File: config.mk
export PLATFORM = sky130hd
export DESIGN_NAME = asi_ctrl
export DESIGN_NICKNAME = d
export VERILOG_FILES = /design/src/hdl/asi_pkg.sv /design/src/hdl/asi_ctrl.sv
export SDC_FILE = /design/constraint.sdc
export NUM_CORES = 1
export LEC_CHECK = 0
export ABC_AREA = 1
export BUFFER_PORTS_ARGS = -buffer_cell sky130_fd_sc_hd__buf_4
export CAP_MARGIN = 20
export CORE_MARGIN = 2
export CORE_UTILIZATION = 35
export CTS_CLUSTER_SIZE = 14
export DETAILED_ROUTE_END_ITERATION = 8
export GPL_TIMING_DRIVEN = 0
export SETUP_SLACK_MARGIN = 0.02
export SYNTH_ARGS = -nofsm -noshare
export SYNTH_HDL_FRONTEND = slang
export SYNTH_SLANG_ARGS = --single-unit
File: constraint.sdc
create_clock -name clock -period 1.75 [get_ports clock]
set_input_delay 0.0875 -clock clock [delete_from_list [all_inputs] [get_ports clock]]
set_output_delay 0.0875 -clock clock [all_outputs]
set_load 0.01 [all_outputs]
File: src/hdl/asi_pkg.sv
package asi_pkg;

   localparam int RAW_W = 10;

   localparam logic [2:0] CMD_EXEC  = 3'd0;
   localparam logic [2:0] CMD_START = 3'd1;
   localparam logic [2:0] CMD_ABORT = 3'd2;
   localparam logic [2:0] CMD_PROP  = 3'd3;
   localparam logic [2:0] CMD_ARM   = 3'd4;
   localparam logic [2:0] CMD_SERVO = 3'd5;
   localparam logic [2:0] CMD_WVAR  = 3'd6;
   localparam logic [2:0] CMD_WSEQ  = 3'd7;

   localparam logic [7:0] OP_NOP     = 8'd0;
   localparam logic [7:0] OP_MOV1    = 8'd1;
   localparam logic [7:0] OP_MOV2    = 8'd2;
   localparam logic [7:0] OP_MOV3    = 8'd3;
   localparam logic [7:0] OP_MOVI    = 8'd4;
   localparam logic [7:0] OP_ADDI    = 8'd8;
   localparam logic [7:0] OP_SUBI    = 8'd9;
   localparam logic [7:0] OP_ADD     = 8'd10;
   localparam logic [7:0] OP_SUB     = 8'd11;
   localparam logic [7:0] OP_RET     = 8'd30;
   localparam logic [7:0] OP_CALL    = 8'd31;
   localparam logic [7:0] OP_DELAY   = 8'd32;
   localparam logic [7:0] OP_YIELD   = 8'd33;
   localparam logic [7:0] OP_EVENT   = 8'd34;
   localparam logic [7:0] OP_MOTEN   = 8'd64;
   localparam logic [7:0] OP_PROPEN  = 8'd65;
   localparam logic [7:0] OP_MOTDIS  = 8'd66;
   localparam logic [7:0] OP_PROPDIS = 8'd67;
   localparam logic [7:0] OP_TRAJ    = 8'd120;
   localparam logic [7:0] OP_WAITARM = 8'd125;
   localparam logic [7:0] OP_WAITMOV = 8'd126;
   localparam logic [7:0] OP_SETPOSE = 8'd127;
   localparam logic [7:0] OP_POINT   = 8'd128;
   localparam logic [7:0] OP_MOVE    = 8'd129;
   localparam logic [7:0] OP_ROT     = 8'd130;
   localparam logic [7:0] OP_TRANS   = 8'd131;
   localparam logic [7:0] OP_REPOS   = 8'd132;
   localparam logic [7:0] OP_MANIN   = 8'd133;
   localparam logic [7:0] OP_MANOUT  = 8'd134;
   localparam logic [7:0] OP_CTRL    = 8'd135;
   localparam logic [7:0] OP_TGT     = 8'd136;
   localparam logic [7:0] OP_FACE    = 8'd137;
   localparam logic [7:0] OP_ADV     = 8'd138;
   localparam logic [7:0] OP_MEASN   = 8'd139;
   localparam logic [7:0] OP_DC      = 8'd140;
   localparam logic [7:0] OP_ARMGO   = 8'd141;
   localparam logic [7:0] OP_SRVSET  = 8'd142;
   localparam logic [7:0] OP_ARMSD   = 8'd143;
   localparam logic [7:0] OP_DCB     = 8'd144;
   localparam logic [7:0] OP_GPIO    = 8'd145;
   localparam logic [7:0] OP_WAITSRV = 8'd146;
   localparam logic [7:0] OP_MEASP   = 8'd147;
   localparam logic [7:0] OP_SENSOR  = 8'd150;
   localparam logic [7:0] OP_PROPST  = 8'd151;
   localparam logic [7:0] OP_POSE    = 8'd152;
   localparam logic [7:0] OP_CMP     = 8'd160;
   localparam logic [7:0] OP_JMP     = 8'd200;
   localparam logic [7:0] OP_JZ      = 8'd201;
   localparam logic [7:0] OP_JNZ     = 8'd202;
   localparam logic [7:0] OP_JN      = 8'd203;

   localparam logic [4:0] MK_NONE    = 5'd0;
   localparam logic [4:0] MK_PROPEN  = 5'd1;
   localparam logic [4:0] MK_SETPOSE = 5'd2;
   localparam logic [4:0] MK_POINT   = 5'd3;
   localparam logic [4:0] MK_MOVE    = 5'd4;
   localparam logic [4:0] MK_TRAJ    = 5'd5;
   localparam logic [4:0] MK_ROT     = 5'd6;
   localparam logic [4:0] MK_TRANS   = 5'd7;
   localparam logic [4:0] MK_REPOS   = 5'd8;
   localparam logic [4:0] MK_MANIN   = 5'd9;
   localparam logic [4:0] MK_MANOUT  = 5'd10;
   localparam logic [4:0] MK_CTRL    = 5'd11;
   localparam logic [4:0] MK_TGT     = 5'd12;
   localparam logic [4:0] MK_FACE    = 5'd13;
   localparam logic [4:0] MK_ADV     = 5'd14;
   localparam logic [4:0] MK_MEASN   = 5'd15;
   localparam logic [4:0] MK_MEASP   = 5'd16;
   localparam logic [4:0] MK_DC      = 5'd17;
   localparam logic [4:0] MK_ARMGO   = 5'd18;
   localparam logic [4:0] MK_SERVO   = 5'd19;
   localparam logic [4:0] MK_ARMSD   = 5'd20;
   localparam logic [4:0] MK_GPIO    = 5'd21;

   localparam logic [7:0] PROP_STOPPED = 8'd1;

   typedef struct packed {
      logic             capture;
      logic             step;
      logic             commit;
      logic             load;
      logic             phase_c;
      logic [5:0]       idx;
   } ctl_type;

   typedef struct packed {
      logic [1:0]       num_steps;
      logic [5:0]       num_words;
      logic             out_free;
   } sts_type;

   typedef struct packed {
      logic             use_var;
      logic             low16;
      logic [RAW_W-1:0] addr;
      logic [31:0]      cst;
   } pw_type;

   function automatic logic [4:0] pay_kind(logic [7:0] op);
      logic [4:0] k;
      k = MK_NONE;
      case (op) inside
         OP_PROPEN, OP_PROPDIS: k = MK_PROPEN;
         OP_SETPOSE:            k = MK_SETPOSE;
         OP_POINT:              k = MK_POINT;
         OP_MOVE:               k = MK_MOVE;
         OP_TRAJ:               k = MK_TRAJ;
         OP_ROT:                k = MK_ROT;
         OP_TRANS:              k = MK_TRANS;
         OP_FACE:               k = MK_FACE;
         OP_REPOS:              k = MK_REPOS;
         OP_MANIN:              k = MK_MANIN;
         OP_MANOUT:             k = MK_MANOUT;
         OP_CTRL:               k = MK_CTRL;
         OP_TGT:                k = MK_TGT;
         OP_ADV:                k = MK_ADV;
         OP_MEASN:              k = MK_MEASN;
         OP_MEASP:              k = MK_MEASP;
         OP_DC, OP_DCB:         k = MK_DC;
         OP_GPIO:               k = MK_GPIO;
         OP_ARMGO:              k = MK_ARMGO;
         OP_SRVSET:             k = MK_SERVO;
         OP_ARMSD:              k = MK_ARMSD;
         default:               k = MK_NONE;
      endcase
      return k;
   endfunction

   function automatic logic [5:0] pay_count(logic [7:0] op, logic [7:0] b, int max_pts);
      logic [4:0] n;
      logic [5:0] c;
      n = (int'(b) > max_pts) ? 5'(max_pts) : b[4:0];
      c = 6'd0;
      case (op) inside
         OP_PROPEN, OP_PROPDIS, OP_CTRL, OP_ADV:   c = 6'd1;
         OP_DC, OP_DCB, OP_GPIO, OP_ARMGO, OP_SRVSET: c = 6'd1;
         OP_SETPOSE:                               c = 6'd3;
         OP_POINT, OP_MOVE:                        c = 6'd5;
         OP_TRAJ:                                  c = 6'd3 + {n, 1'b0};
         OP_ROT, OP_TRANS, OP_FACE, OP_MEASP:      c = 6'd4;
         OP_REPOS, OP_MEASN:                       c = 6'd2;
         OP_TGT:                                   c = 6'd7;
         default:                                  c = 6'd0;
      endcase
      return c;
   endfunction

   function automatic pw_type pay_sel(logic [7:0] op, logic [5:0] k,
                                      logic [7:0] a, logic [7:0] b, logic [7:0] c);
      pw_type p;
      logic [RAW_W-1:0] ak;
      logic [RAW_W-1:0] bk;
      p  = '0;
      ak = RAW_W'(a) + RAW_W'(k);
      bk = RAW_W'(b) + RAW_W'(k);
      case (op) inside
         OP_PROPEN:  p.cst = 32'd1;
         OP_SETPOSE, OP_MEASN: begin
            p.use_var = 1'b1;
            p.addr = ak;
         end
         OP_POINT, OP_MOVE, OP_MEASP: begin
            p.use_var = 1'b1;
            p.addr = (k < 6'd2) ? ak : bk - RAW_W'(2);
         end
         OP_TRAJ: begin
            p.use_var = 1'b1;
            p.addr = (k < 6'd3) ? RAW_W'(c) + RAW_W'(k) : ak - RAW_W'(3);
         end
         OP_ROT, OP_TRANS, OP_FACE: begin
            p.use_var = 1'b1;
            p.addr = (k == 6'd0) ? RAW_W'(a) : bk - RAW_W'(1);
         end
         OP_REPOS: begin
            p.use_var = 1'b1;
            p.addr = (k == 6'd0) ? RAW_W'(a) : RAW_W'(b);
         end
         OP_TGT: begin
            p.use_var = (k < 6'd5);
            p.addr = (k < 6'd3) ? ak : bk - RAW_W'(3);
         end
         OP_CTRL, OP_GPIO: p.cst = {16'd0, b, a};
         OP_ADV:     p.cst = {24'd0, a};
         OP_ARMGO:   p.cst = {8'd0, c, b, a};
         OP_DC: begin
            p.use_var = 1'b1;
            p.low16 = 1'b1;
            p.addr = RAW_W'(a);
         end
         OP_DCB: begin
            p.use_var = 1'b1;
            p.low16 = 1'b1;
            p.addr = RAW_W'(b);
            p.cst = {24'd0, a};
         end
         OP_SRVSET: begin
            p.use_var = 1'b1;
            p.low16 = 1'b1;
            p.addr = RAW_W'(b);
            p.cst = {c, 16'd0, a};
         end
         default: p = '0;
      endcase
      return p;
   endfunction

endpackage

File: src/hdl/asi_ctrl.sv
module asi_ctrl (
   input  logic              clock,
   input  logic              reset,
   input  logic              req_valid,
   output logic              req_stall,
   input  asi_pkg::sts_type  sts,
   output asi_pkg::ctl_type  ctl
);
   import asi_pkg::*;

   typedef enum logic [2:0] {
      S_IDLE, S_ARD, S_AEX, S_COMMIT, S_PRD, S_PEMIT
   } state_type;

   state_type  state_ff, state_in;
   logic [5:0] k_ff, k_in;

   always_comb begin
      state_in    = state_ff;
      k_in        = k_ff;
      ctl         = '0;
      ctl.idx     = k_ff;
      unique case (state_ff)
         S_IDLE: begin
            if (req_valid) begin
               ctl.capture = 1'b1;
               k_in        = 6'd0;
               state_in    = S_ARD;
            end
         end
         S_ARD: begin
            state_in = (k_ff == {4'd0, sts.num_steps}) ? S_COMMIT : S_AEX;
         end
         S_AEX: begin
            ctl.step = 1'b1;
            k_in     = k_ff + 6'd1;
            state_in = S_ARD;
         end
         S_COMMIT: begin
            ctl.commit = 1'b1;
            k_in       = 6'd0;
            state_in   = S_PRD;
         end
         S_PRD: begin
            ctl.phase_c = 1'b1;
            state_in    = S_PEMIT;
         end
         S_PEMIT: begin
            ctl.phase_c = 1'b1;
            if (sts.out_free) begin
               ctl.load = 1'b1;
               if (k_ff == sts.num_words - 6'd1) begin
                  state_in = S_IDLE;
               end else begin
                  k_in     = k_ff + 6'd1;
                  state_in = S_PRD;
               end
            end
         end
         default: state_in = S_IDLE;
      endcase
   end

   always_ff @(posedge clock) begin
      if (reset) begin
         state_ff <= S_IDLE;
         k_ff     <= 6'd0;
      end else begin
         state_ff <= state_in;
         k_ff     <= k_in;
      end
   end

   assign req_stall = (state_ff != S_IDLE);

endmodule

==> impl_metrics.env <==
export IMPL_run_status="finished clean"
export IMPL_core_area_um2=2450
export IMPL_top_layer_used="met4"
export IMPL_cts_tree="yes"
export IMPL_ctsResizeCount=0
export IMPL_holdWs_ns=0.146
export IMPL_htree_levels=1
export IMPL_path_class="flip-flop to flip-flop"
export IMPL_pin_count=24
export IMPL_peakVddDrop_uv=408
export IMPL_drt_first_pass_iters=4
export IMPL_path_clk_slew_ns=0.06
export IMPL_fin_crit_sh=0.891
export IMPL_cts_sinks=9
export IMPL_fin_util=0.461
export IMPL_syn_nets=156
export IMPL_drc=0
export IMPL_wl_met1_um=1010
export IMPL_viasPerCell=4.68
export IMPL_synthArstFlopShare=0
export IMPL_setup_viol_count_final=0
export IMPL_worstPathArrival_ns=1.69
export IMPL_grt_pass1_wl_um=3400
export IMPL_ys_ff_latch=9
export IMPL_relSlewSlack=0.676
export IMPL_route_met2_wl_um=1050
export IMPL_grt_util_all_layers=0.160
export IMPL_crit_fanout=7
export IMPL_hold_class="input port to flip-flop"
export IMPL_yosys_area_top_type="dfxtp_1"
export IMPL_vias=927
export IMPL_final_common_cell="nand2_1"
export IMPL_post_cts_setup_buffer_count=0
export IMPL_skew_ns=0.00200
export IMPL_die_w_um=54.8
export IMPL_hold_violations=0
export IMPL_wl_um=2150
export IMPL_clock_latency_ns=0.26
export IMPL_synth_area_leaders="dfxtp_1 (20%), nand2_1 (17%), inv_1 (7.9%), nand4_1 (5.5%), nor2_1 (5.0%)"
export IMPL_dr_wl_met3_um=72
export IMPL_place_detailed_hpwl_um=1760
export IMPL_drive_gt1_frac=0.315
export IMPL_startpoint_type="flip-flop"
export IMPL_setup_worst_path_end_class="flip-flop"
export IMPL_n_antenna_cell=0
export IMPL_ys_dominant_reg_cell="dfxtp_1"
export IMPL_die_h_um=54.8
export IMPL_syn_area_um2=902
export IMPL_antenna_left=0
export IMPL_setup_tns_ns=0
export IMPL_slew_violations=0
export IMPL_grt_max_degree=10
export IMPL_seq_area_frac_synth=0.200
export IMPL_routabilityCongestion=0.797
export IMPL_clk_path_buf_depth=2
export IMPL_postPlaceCellArea_um2=1100
export IMPL_setup_ws_ns=0.191
export IMPL_worstPathRequired_ns=1.88
export IMPL_grt_pass1_vias=818
export IMPL_postCtsHoldBufs=0
export IMPL_max_freq_ghz=0.642
export IMPL_synth_edf_count=0
export IMPL_synthCells=142
export IMPL_preCtsSetupSlack_ns=0.192
export IMPL_worst_pin_slew_ns=0.486
export IMPL_nNetsFinal=183
export IMPL_cts_buffers=3
export IMPL_period_minus_slack_ns=1.56
export IMPL_synth_distinct_cells=24
export IMPL_yosys_warnings=0
export IMPL_initial_core_util=0.367
export IMPL_mostFrequentLayoutCells="nand2_1 (40), buf_4 (22), inv_1 (19)"
export IMPL_cap_viol_max_count=0
export IMPL_wl_per_cell_um=10.8
export IMPL_clock_root_buffer="clkbuf_4"
export IMPL_final_cell_area_um2=1130
export IMPL_power_leakage_nw=0.545
export IMPL_initialDrtViolationCount=11
export IMPL_synth_top_area_frac=0.200
export IMPL_rsz0062_at_grt="false"
export IMPL_die_area_um2=3000
export IMPL_row_count=18
export IMPL_power_density_nw_per_um2=636
export IMPL_synthToLayoutAreaGrowth_pct=25.4
export IMPL_avgSynthCellArea_um2=6.35
export IMPL_antenna_found_initial=0
export IMPL_port_buffers=22
export IMPL_overflow=0
where the power goes:
part / internal, mW / leakage [nW] / total, mW / switching, mW
registers: 0.222 / 0.0733 / 0.250 / 0.0280
clock network: 0.0877 / 0.0150 / 0.157 / 0.0694
logic: 0.129 / 0.457 / 0.312 / 0.184
total: 0.438 / 0.545 / 0.719 / 0.281
cell type report:
type	count	area (µm²)
sequential	9	180
inverter	27	101
multi-input combinational	104	606
buffer	2	15.0
timing repair buffer	22	165
tap	30	37.5
clock buffer	4	26.3
fill	266	1320
per-layer routing:
| metal | up-vias | GRT usage |
|---|---|---|
| li1 | 503 | - |
| met1 | 407 | 0.199 |
| met2 | 15 | 0.266 |
| met3 | 2 | 0.0246 |
| met4 | 0 | 0.0750 |
| met5 | - | 0 |
logic make-up (layout without fill, tap and decap cells):
family	after synthesis	in the layout	share of synthesized area
AND/OR/NAND/NOR	85	85	0.477
buffers and inverters	29	55	0.129
AO/OA/AOI/OAI	10	10	0.0985
flip-flops	9	9	0.200
XOR/XNOR	7	7	0.0680
adder cells (fa/ha/maj)	2	2	0.0277
critical path, cell delays in order, from the launching register on:
cell     delay (ns)
dfxtp_1        0.48
inv_2          0.10
nand2_1        0.07
nand2_1        0.05
nor2_2         0.08
nand3_2        0.10
nor2_4         0.14
nand3_4        0.13
nand3_4        0.12
nand2_1        0.06
nand2_1        0.06
nor2_1         0.04
path summary, 6_finish.rpt:
check                       start                        to  slack [ns]  cells past startpoint
min                        sts[0]  state_ff[0]$_SDFFE_PP0P_        0.15                      4
min reg2reg  k_ff[5]$_SDFFE_PP0P_      k_ff[5]$_SDFFE_PP0P_        0.52                      2
max          k_ff[0]$_SDFFE_PP0P_      k_ff[1]$_SDFFE_PP0P_        0.19                     11
max reg2reg  k_ff[0]$_SDFFE_PP0P_      k_ff[1]$_SDFFE_PP0P_        0.19                     11
synth_stat cells (2+ instances only):
cell,number
nor2_4,3
nand3_4,2
nand3_1,7
xor2_1,2
xnor2_1,5
nor2_2,4
nor2_1,12
inv_1,19
ha_1,2
a21oi_2,5
nand4_1,8
a21oi_1,3
nand2_1,40
nand2_2,2
dfxtp_1,9
nor3_1,4
inv_2,8
state kept, by name (all words and copies together) (netlist names):
| name | count |
|---|---|
| state_ff | 3 |
| k_ff | 6 |
metrics by stage:
stage | cells | power [mW]
floorplan | 142 | 0.466
global placement | 194 | 0.560
detailed placement | 194 | 0.565
CTS | 198 | 0.729
global route | 198 | 0.774
finish | 198 | 0.719
No activity file was read; power rests on OpenSTA's default activity.
